### config.mk
export PLATFORM = sky130hd
export DESIGN_NAME = tkhs_cell
export DESIGN_NICKNAME = d
export VERILOG_FILES = /design/src/hdl/tkhs_pkg.sv /design/src/hdl/tkhs_cell.sv
export SDC_FILE = /design/constraint.sdc
export NUM_CORES = 1
export LEC_CHECK = 0
export ABC_AREA = 1
export BUFFER_PORTS_ARGS = -buffer_cell sky130_fd_sc_hd__buf_2
export CELL_PAD_IN_SITES_DETAIL_PLACEMENT = 0
export CELL_PAD_IN_SITES_GLOBAL_PLACEMENT = 1
export CORE_MARGIN = 2
export CORE_UTILIZATION = 35
export CTS_CLUSTER_SIZE = 14
export DETAILED_ROUTE_END_ITERATION = 6
export PLACE_DENSITY_LB_ADDON = 0.1
export SLEW_MARGIN = 10
export SYNTH_ARGS = -nofsm -noshare
export SYNTH_HDL_FRONTEND = slang
export SYNTH_SLANG_ARGS = --single-unit
export TNS_END_PERCENT = 30
### constraint.sdc
create_clock -name clk -period 9.71 [get_ports clk]
set_input_delay 1.942 -clock clk [delete_from_list [all_inputs] [get_ports clk]]
set_output_delay 1.942 -clock clk [all_outputs]
set_load 0.005 [all_outputs]
### src/hdl/tkhs_pkg.sv
// Shared types, sizes, operation codes and rank compare for the top-k hit selector.
package tkhs_pkg;

  // Store depth and counter width
  localparam int MAX_HITS = 64;
  localparam int CNT_W    = $clog2(MAX_HITS + 1);
  localparam int DOC_W    = 31;
  localparam int SCORE_W  = 32;

  // Operation codes carried in the input tuser
  localparam logic [1:0] OP_INSERT = 2'd0;
  localparam logic [1:0] OP_POP    = 2'd1;
  localparam logic [1:0] OP_CLEAR  = 2'd2;

  // One stored hit
  typedef struct packed {
    logic [SCORE_W-1:0] score;
    logic [DOC_W-1:0]   doc;
  } hit_t;

  // Per-beat command broadcast to every cell
  typedef struct packed {
    logic grow;     // insert with room: open a slot at the sorted position
    logic replace;  // insert into a full store: drop cell 0, place new hit
    logic pop;      // remove cell 0, shift everything toward cell 0
  } cell_ctrl_t;

  // True when hit a ranks below hit b (lower score, or larger doc on a tie)
  function automatic logic ranks_below(input hit_t a, input hit_t b);
    logic res;
    if (a.score == b.score) begin
      res = (a.doc > b.doc);
    end else begin
      res = (a.score < b.score);
    end
    return res;
  endfunction

endpackage

### src/hdl/tkhs_cell.sv
// One slot of the sorted hit chain; cell 0 holds the lowest-ranked hit.
module tkhs_cell (
  input  logic                clk,
  input  tkhs_pkg::cell_ctrl_t ctrl,
  input  logic                valid,       // this slot lies below the hit count
  input  tkhs_pkg::hit_t      new_hit,
  input  tkhs_pkg::hit_t      left_hit,
  input  logic                left_below,
  input  tkhs_pkg::hit_t      right_hit,
  input  logic                right_below,
  output tkhs_pkg::hit_t      hit,
  output logic                below
);

  tkhs_pkg::hit_t hit_next;

  // Flag a held hit that ranks below the incoming one
  always_comb begin
    below = valid && tkhs_pkg::ranks_below(hit, new_hit);
  end

  // Pick the slot's next content from self, neighbors or the new hit
  always_comb begin
    hit_next = hit;
    if (ctrl.grow) begin
      if (below) begin
        hit_next = hit;
      end else if (left_below) begin
        hit_next = new_hit;
      end else begin
        hit_next = left_hit;
      end
    end else if (ctrl.replace) begin
      if (right_below) begin
        hit_next = right_hit;
      end else if (below) begin
        hit_next = new_hit;
      end else begin
        hit_next = hit;
      end
    end else if (ctrl.pop) begin
      hit_next = right_hit;
    end
  end

  // Advance the slot on any store-changing beat
  always_ff @(posedge clk) begin
    if (ctrl.grow || ctrl.replace || ctrl.pop) begin
      hit <= hit_next;
    end
  end

endmodule
==> flow_summary.ini, run 1 <==
[final_layout]
top_register = hit
final_core_util = 0.470
fill_cells = 1636
register_area_um2 = 1890
largest_reg_flops = 63
areaGrowthSynthToFinish_pct = 31.9
drive_gt1_frac = 0.302
reg.largest.list = hit (63)
multi_input_area_um2 = 2990
layout.nets = 1222

[global_route]
gr-total-overflow = 0
track_usage = 0.209
grt_pass1_wl_um = 26900
antenna_found_initial = 3
grt_pass1_vias = 5336
grt_max_degree = 79

[timing]
drv_slew = 0
worst_slew_pin_slew_ns = 1.09
max_freq_mhz = 187
finalCriticalPeriod_ns = 5.35
finalHoldViolations = 0
min_period_over_period = 0.551
timing.setup.tns_ns = 0
relSlewSlack = 0.273
finalSetupViolCount = 0
fin_skew_ns = 0.00771
holdWs_ns = 1.86
grt_setup_unrepaired = no

[pwr]
clkPwrFrac = 0.354
power.density_nw_per_um2 = 137
p_sw_frac = 0.300
ir_worst_vdd_v = 0.0000952
combPwrFrac = 0.274
power_leakage_nw = 3.56
seq_power_share = 0.372
switching_power_mw = 0.292
p_int_mw = 0.681

[logic_synthesis]
synth-adder-area-share = 0.147
synth_compound_area_frac = 0.262
synth.distinct_cells = 24
synth_top_family_by_area = compound AO/OA/AOI/OAI gates
postSynthCellCount = 729
synth-xor-area-share = 0
synthMuxAreaShare = 0
synth_area_per_cell_um2 = 7.37
synth_seq_cells = 63
yosysSeqAreaShare = 0.352
synth_nets = 988
yosys.area_share.simple = 0.145
ys_warn_count = 0
syn_area_um2 = 5370

[min_path]
holdCritPathClass = reg2reg
holdPathStages = 10

[setup_path]
setup.worst_path.start_class = input pin
path_class = in2out
end_kind = output port
crit_path_top_delay_cell = ha_1
cp_max_fo = 3
cp_num_cells = 13
critPathArrivalTime_ns = 3.40
crit_top_cell = nand2_1
slowest_delay_ns = 0.29
crit_required_ns = 7.77
crit_buf_inv = 4
ff2ff_path_depth = 11
critical_path.top_delay_family = simple AND/OR/NAND/NOR gates
cp_cell_sequence = buf_2 -> inv_1 -> ha_1 -> nand2_1 -> nor2_1 -> nand3_1 -> nor3_1 -> nand3_1 -> nand2_1 -> nand2_1 -> nand3_2 -> inv_1 -> buf_2

[clock_tree]
cts_setup_buffers = 0
cts_tree = built
cts-htree-levels = 3
clock_sinks = 63
cts-root-buf = clkbuf_16
cts.repair.resized = 0
cts_made_buffers = 9
clk_latency_ns = 0.34
clockBufferDepth = 2
ctsHoldBuffers = 0
path_clk_slew_ns = 0.05

[floorplanning]
core_area_um2 = 15100
core.rowCount = 45
die_w_um = 128
initial_core_util = 0.356
dieArea_um2 = 16400
chipHeight_um = 128
num_io_pins = 260

[drt]
dr_total_vias = 5651
drt-pass1-iter-count = 4
drc = 0
vias_per_cell = 4.88
drt-total-wl_um = 17000
ant_nets = 0
wl_per_cell_um = 14.7
drt_iter0_drc = 237

[run]
drv_cap = 0

[outcome]
status = finished, final reports clean

[placement]
gp_congestion = 0.775
dp_hpwl_um = 12300
io_buffers = 259
## routing by layer
layer,vias up,routed length [um],global-route usage
li1,2964,-,-
met1,2483,7640,0.265
met4,2,175,0.0556
met5,-,11,0
met3,17,1210,0.0584
met2,185,7940,0.352
## path summary, 6_finish.rpt
path                            slack (ns)        start      end
worst max register to register        6.93      hit[18]   hit[7]
worst min-delay path                  1.86      hit[53]  hit[62]
worst min register to register        1.86      hit[53]  hit[62]
worst max-delay path                  4.36  new_hit[18]    below
## final cells by class
cell class / instances / share of cell area
diodes: 2 / 0.000706
repair buffers: 262 / 0.186
inverters: 91 / 0.0486
well taps: 188 / 0.0332
flip-flops and latches: 63 / 0.267
clock buffers: 11 / 0.0328
clock inverters: 5 / 0.0102
multi-input cells: 536 / 0.421
## power groups by stage
| stage | registers [mW] | logic (mW) | clock network, mW |
|---|---|---|---|
| 2_1_floorplan | 0.370 | 0.152 | 0 |
| 3_3_place_gp | 0.367 | 0.272 | 0 |
| 3_5_place_dp | 0.368 | 0.271 | 0 |
| 4_1_cts | 0.362 | 0.273 | 0.354 |
| 5_1_grt | 0.367 | 0.311 | 0.361 |
| 6_report | 0.362 | 0.267 | 0.345 |
## cell usage after synthesis
library cell  number  area, um2
o22ai_1            2       12.5
nor2_2             1       6.26
clkbuf_1          28        105
nand3_2            2       20.0
nand2_2            2       12.5
ha_1              63        788
nor2_4             1       11.3
nand4_1            3       18.8
buf_4              1       7.51
nand2_1           90        338
o21a_1             1       7.51
nor2_1            87        327
buf_2             10       50.1
nand3_1            5       25.0
inv_1             83        312
nor3_2             1       10.0
inv_2              8       30.0
nand3b_1           1       7.51
o21ai_1            2       10.0
a21oi_1          145        726
o21ai_0          126        631
edfxtp_1          63       1890
nor3_1             1       5.00
a21o_1             3       22.5
## per-stage QoR
step / instance area (um2) / instances / setup WS (ns) / power, mW
finish: 7090 / 1158 / 4.36 / 0.974
global route: 7080 / 1157 / 4.19 / 1.04
CTS: 7080 / 1156 / 4.33 / 0.990
detailed placement: 6780 / 1140 / 4.35 / 0.638
global placement: 6780 / 1140 / 4.37 / 0.639
floorplan: 5370 / 729 / 4.80 / 0.522
## cells by family (layout without fill, tap and decap cells)
group | count (synthesis) | count (layout)
other cells | 0 | 2
flops | 63 | 63
simple gates | 194 | 194
compound gates | 279 | 279
buf+inv | 130 | 369
fa+ha+maj | 63 | 63
## placed cells by master (no fill, tap or decap), drive strengths merged
cell type / count
a21oi: 145
o21a: 1
nor3: 2
nand3: 7
inv: 89
a21o: 3
nand3b: 1
ha: 63
diode: 2
buf: 262
o21ai: 128
bufinv: 2
clkinv: 5
clkbuf: 11
o22ai: 2
nand2: 92
edfxtp: 63
nor2: 89
nand4: 3
## tightest hold or removal path, delay by kind of cell, from the launching register on
family,cells,cell delay [ns]
and+or+nand+nor,8,0.94
DFF,1,0.34
adders and majority gates,1,0.14
AOI/OAI and AO/OA,1,0.07
Note: power is estimated with default switching activity, not from simulation.
==> run 2: changes to the inputs <==
CORE_UTILIZATION = 29   (was 35)
clock period = 4.5 ns   (was 9.71 ns; I/O delays follow)
==> flow_summary.ini, run 2 (same netlist as run 1, synthesis figures left out) <==
[timing]
finalCriticalPeriod_ns = 3.35
holdWs_ns = 0.869
fin_skew_ns = 0.00468
fin_ws_ns = 1.15
max_freq_mhz = 299
drv_slew = 0
finalSetupViolCount = 0
timing.setup.tns_ns = 0
min_period_over_period = 0.744
worst_slew_pin_slew_ns = 0.862
relSlewSlack = 0.425
finalHoldViolations = 0
grt_setup_unrepaired = no

[floorplanning]
core.rowCount = 49
num_io_pins = 260
initial_core_util = 0.297
core_area_um2 = 18100
die_w_um = 140
dieArea_um2 = 19600
chipHeight_um = 140

[outcome]
status = finished, violations left
failed_checks = DRC

[global_route]
gr-total-overflow = 0
grt_pass1_vias = 5617
grt_max_degree = 91
grt_pass1_wl_um = 29200
antenna_found_initial = 3
track_usage = 0.189

[min_path]
holdPathStages = 3
worst_hold_path.endpoint = hit[22]
min_from = right_hit[22]
holdCritPathClass = in2reg

[run]
drv_cap = 0

[setup_path]
end_kind = output port
cp_max_fo = 3
setup.worst_path.start_class = input pin
ff2ff_path_depth = 12
worstReg2RegStart = hit[18]
rrSetupSlack_ns = 1.75
path_class = in2out
critPathArrivalTime_ns = 2.45
r2r_end = hit[42]
crit_required_ns = 3.60

[drt]
wl_per_cell_um = 15.4
drt-pass1-iter-count = 7
ant_nets = 0
drc = 15
vias_per_cell = 4.72
drt-total-wl_um = 18600
drt_iter0_drc = 210
dr_total_vias = 5676

[clock_tree]
clock_sinks = 63
ctsHoldBuffers = 0
cts_tree = built
cts_setup_buffers = 0
clk_latency_ns = 0.34
cts-htree-levels = 3
path_clk_slew_ns = 0.06
clockBufferDepth = 2
cts.repair.resized = 0
cts-root-buf = clkbuf_16
cts_made_buffers = 9

[final_layout]
largest_reg_flops = 63
antenna_cells = 0
drive_gt1_frac = 0.309
areaGrowthSynthToFinish_pct = 33.5
stdcell_area_um2 = 7170
top_register = hit
reg.largest.list = hit (63)
layout_common_cells = buf_2, a21oi_1, o21ai_0
final_common_cell = buf_2
layout.nets = 1228

[pwr]
seq_power_share = 0.375
clkPwrFrac = 0.337
finalPower_mw = 2.08
switching_power_mw = 0.662
power_leakage_nw = 3.59
combPwrFrac = 0.288
power.density_nw_per_um2 = 290
ir_worst_vdd_v = 0.000200
p_sw_frac = 0.318
p_int_mw = 1.42

[placement]
dp_hpwl_um = 13900
place_area_um2 = 6880
gp_congestion = 0.763
dpl_worst_slack_ns = 1.05
io_buffers = 259
## run 2: changes by cell type in the layout (fill, tap and decap cells not counted), sizes merged
cell | previous run | this run
clkinvlp | 0 | 2
bufinv | 2 | 1
clkinv | 5 | 6
diode | 2 | 0
buf | 262 | 268
clkbuf | 11 | 9
## run 2: how the worst max path moves through the flow
stage	start	endpoint	depth (start not counted)
floorplan	new_hit[30]	hit[0]	14
global placement	new_hit[18]	hit[39]	14
detailed placement	new_hit[16]	hit[40]	14
CTS	new_hit[18]	below	13
global route	new_hit[18]	below	13
finish	new_hit[18]	below	13
## run 2: power by group through the flow
stage | clock network [mW] | logic, mW | registers (mW)
after floorplan | 0 | 0.329 | 0.798
after global placement | 0 | 0.610 | 0.793
after detailed placement | 0 | 0.607 | 0.792
after CTS | 0.720 | 0.611 | 0.781
after global routing | 0.746 | 0.697 | 0.789
final | 0.701 | 0.599 | 0.781
## run 2: final cells by class
type                            instances  area [um2]
Clock inverter                          7        63.8
Multi-Input combinational cell        536        2990
Timing Repair Buffer                  268        1380
Inverter                               91         344
Sequential cell                        63        1890
Clock buffer                            9         225
Fill cell                            1987       10900
Tap cell                              229         287
## run 2: routing by layer
metal,track usage,vias up,wire length [um]
li1,-,2979,-
met1,0.243,2500,8320
met2,0.306,182,8540
met3,0.0701,11,1520
met4,0.0383,4,162
met5,0,-,27
## run 2: per-stage QoR
| step | instances | util |
|---|---|---|
| after CTS | 1203 | 0.397 |
| after floorplan | 729 | - |
| after global routing | 1203 | 0.397 |
| final | 1203 | 0.397 |
| after detailed placement | 1187 | 0.381 |
| after global placement | 1187 | 0.381 |
## run 2: critical path: stages
cell     delay (ns)
buf_2          0.08
inv_1          0.05
ha_1           0.29
nand2_1        0.07
nor2_1         0.19
nand3_1        0.09
nor3_1         0.21
nand3_1        0.11
nand2_1        0.12
nand2_1        0.08
nand3_2        0.08
inv_1          0.04
buf_2          0.14
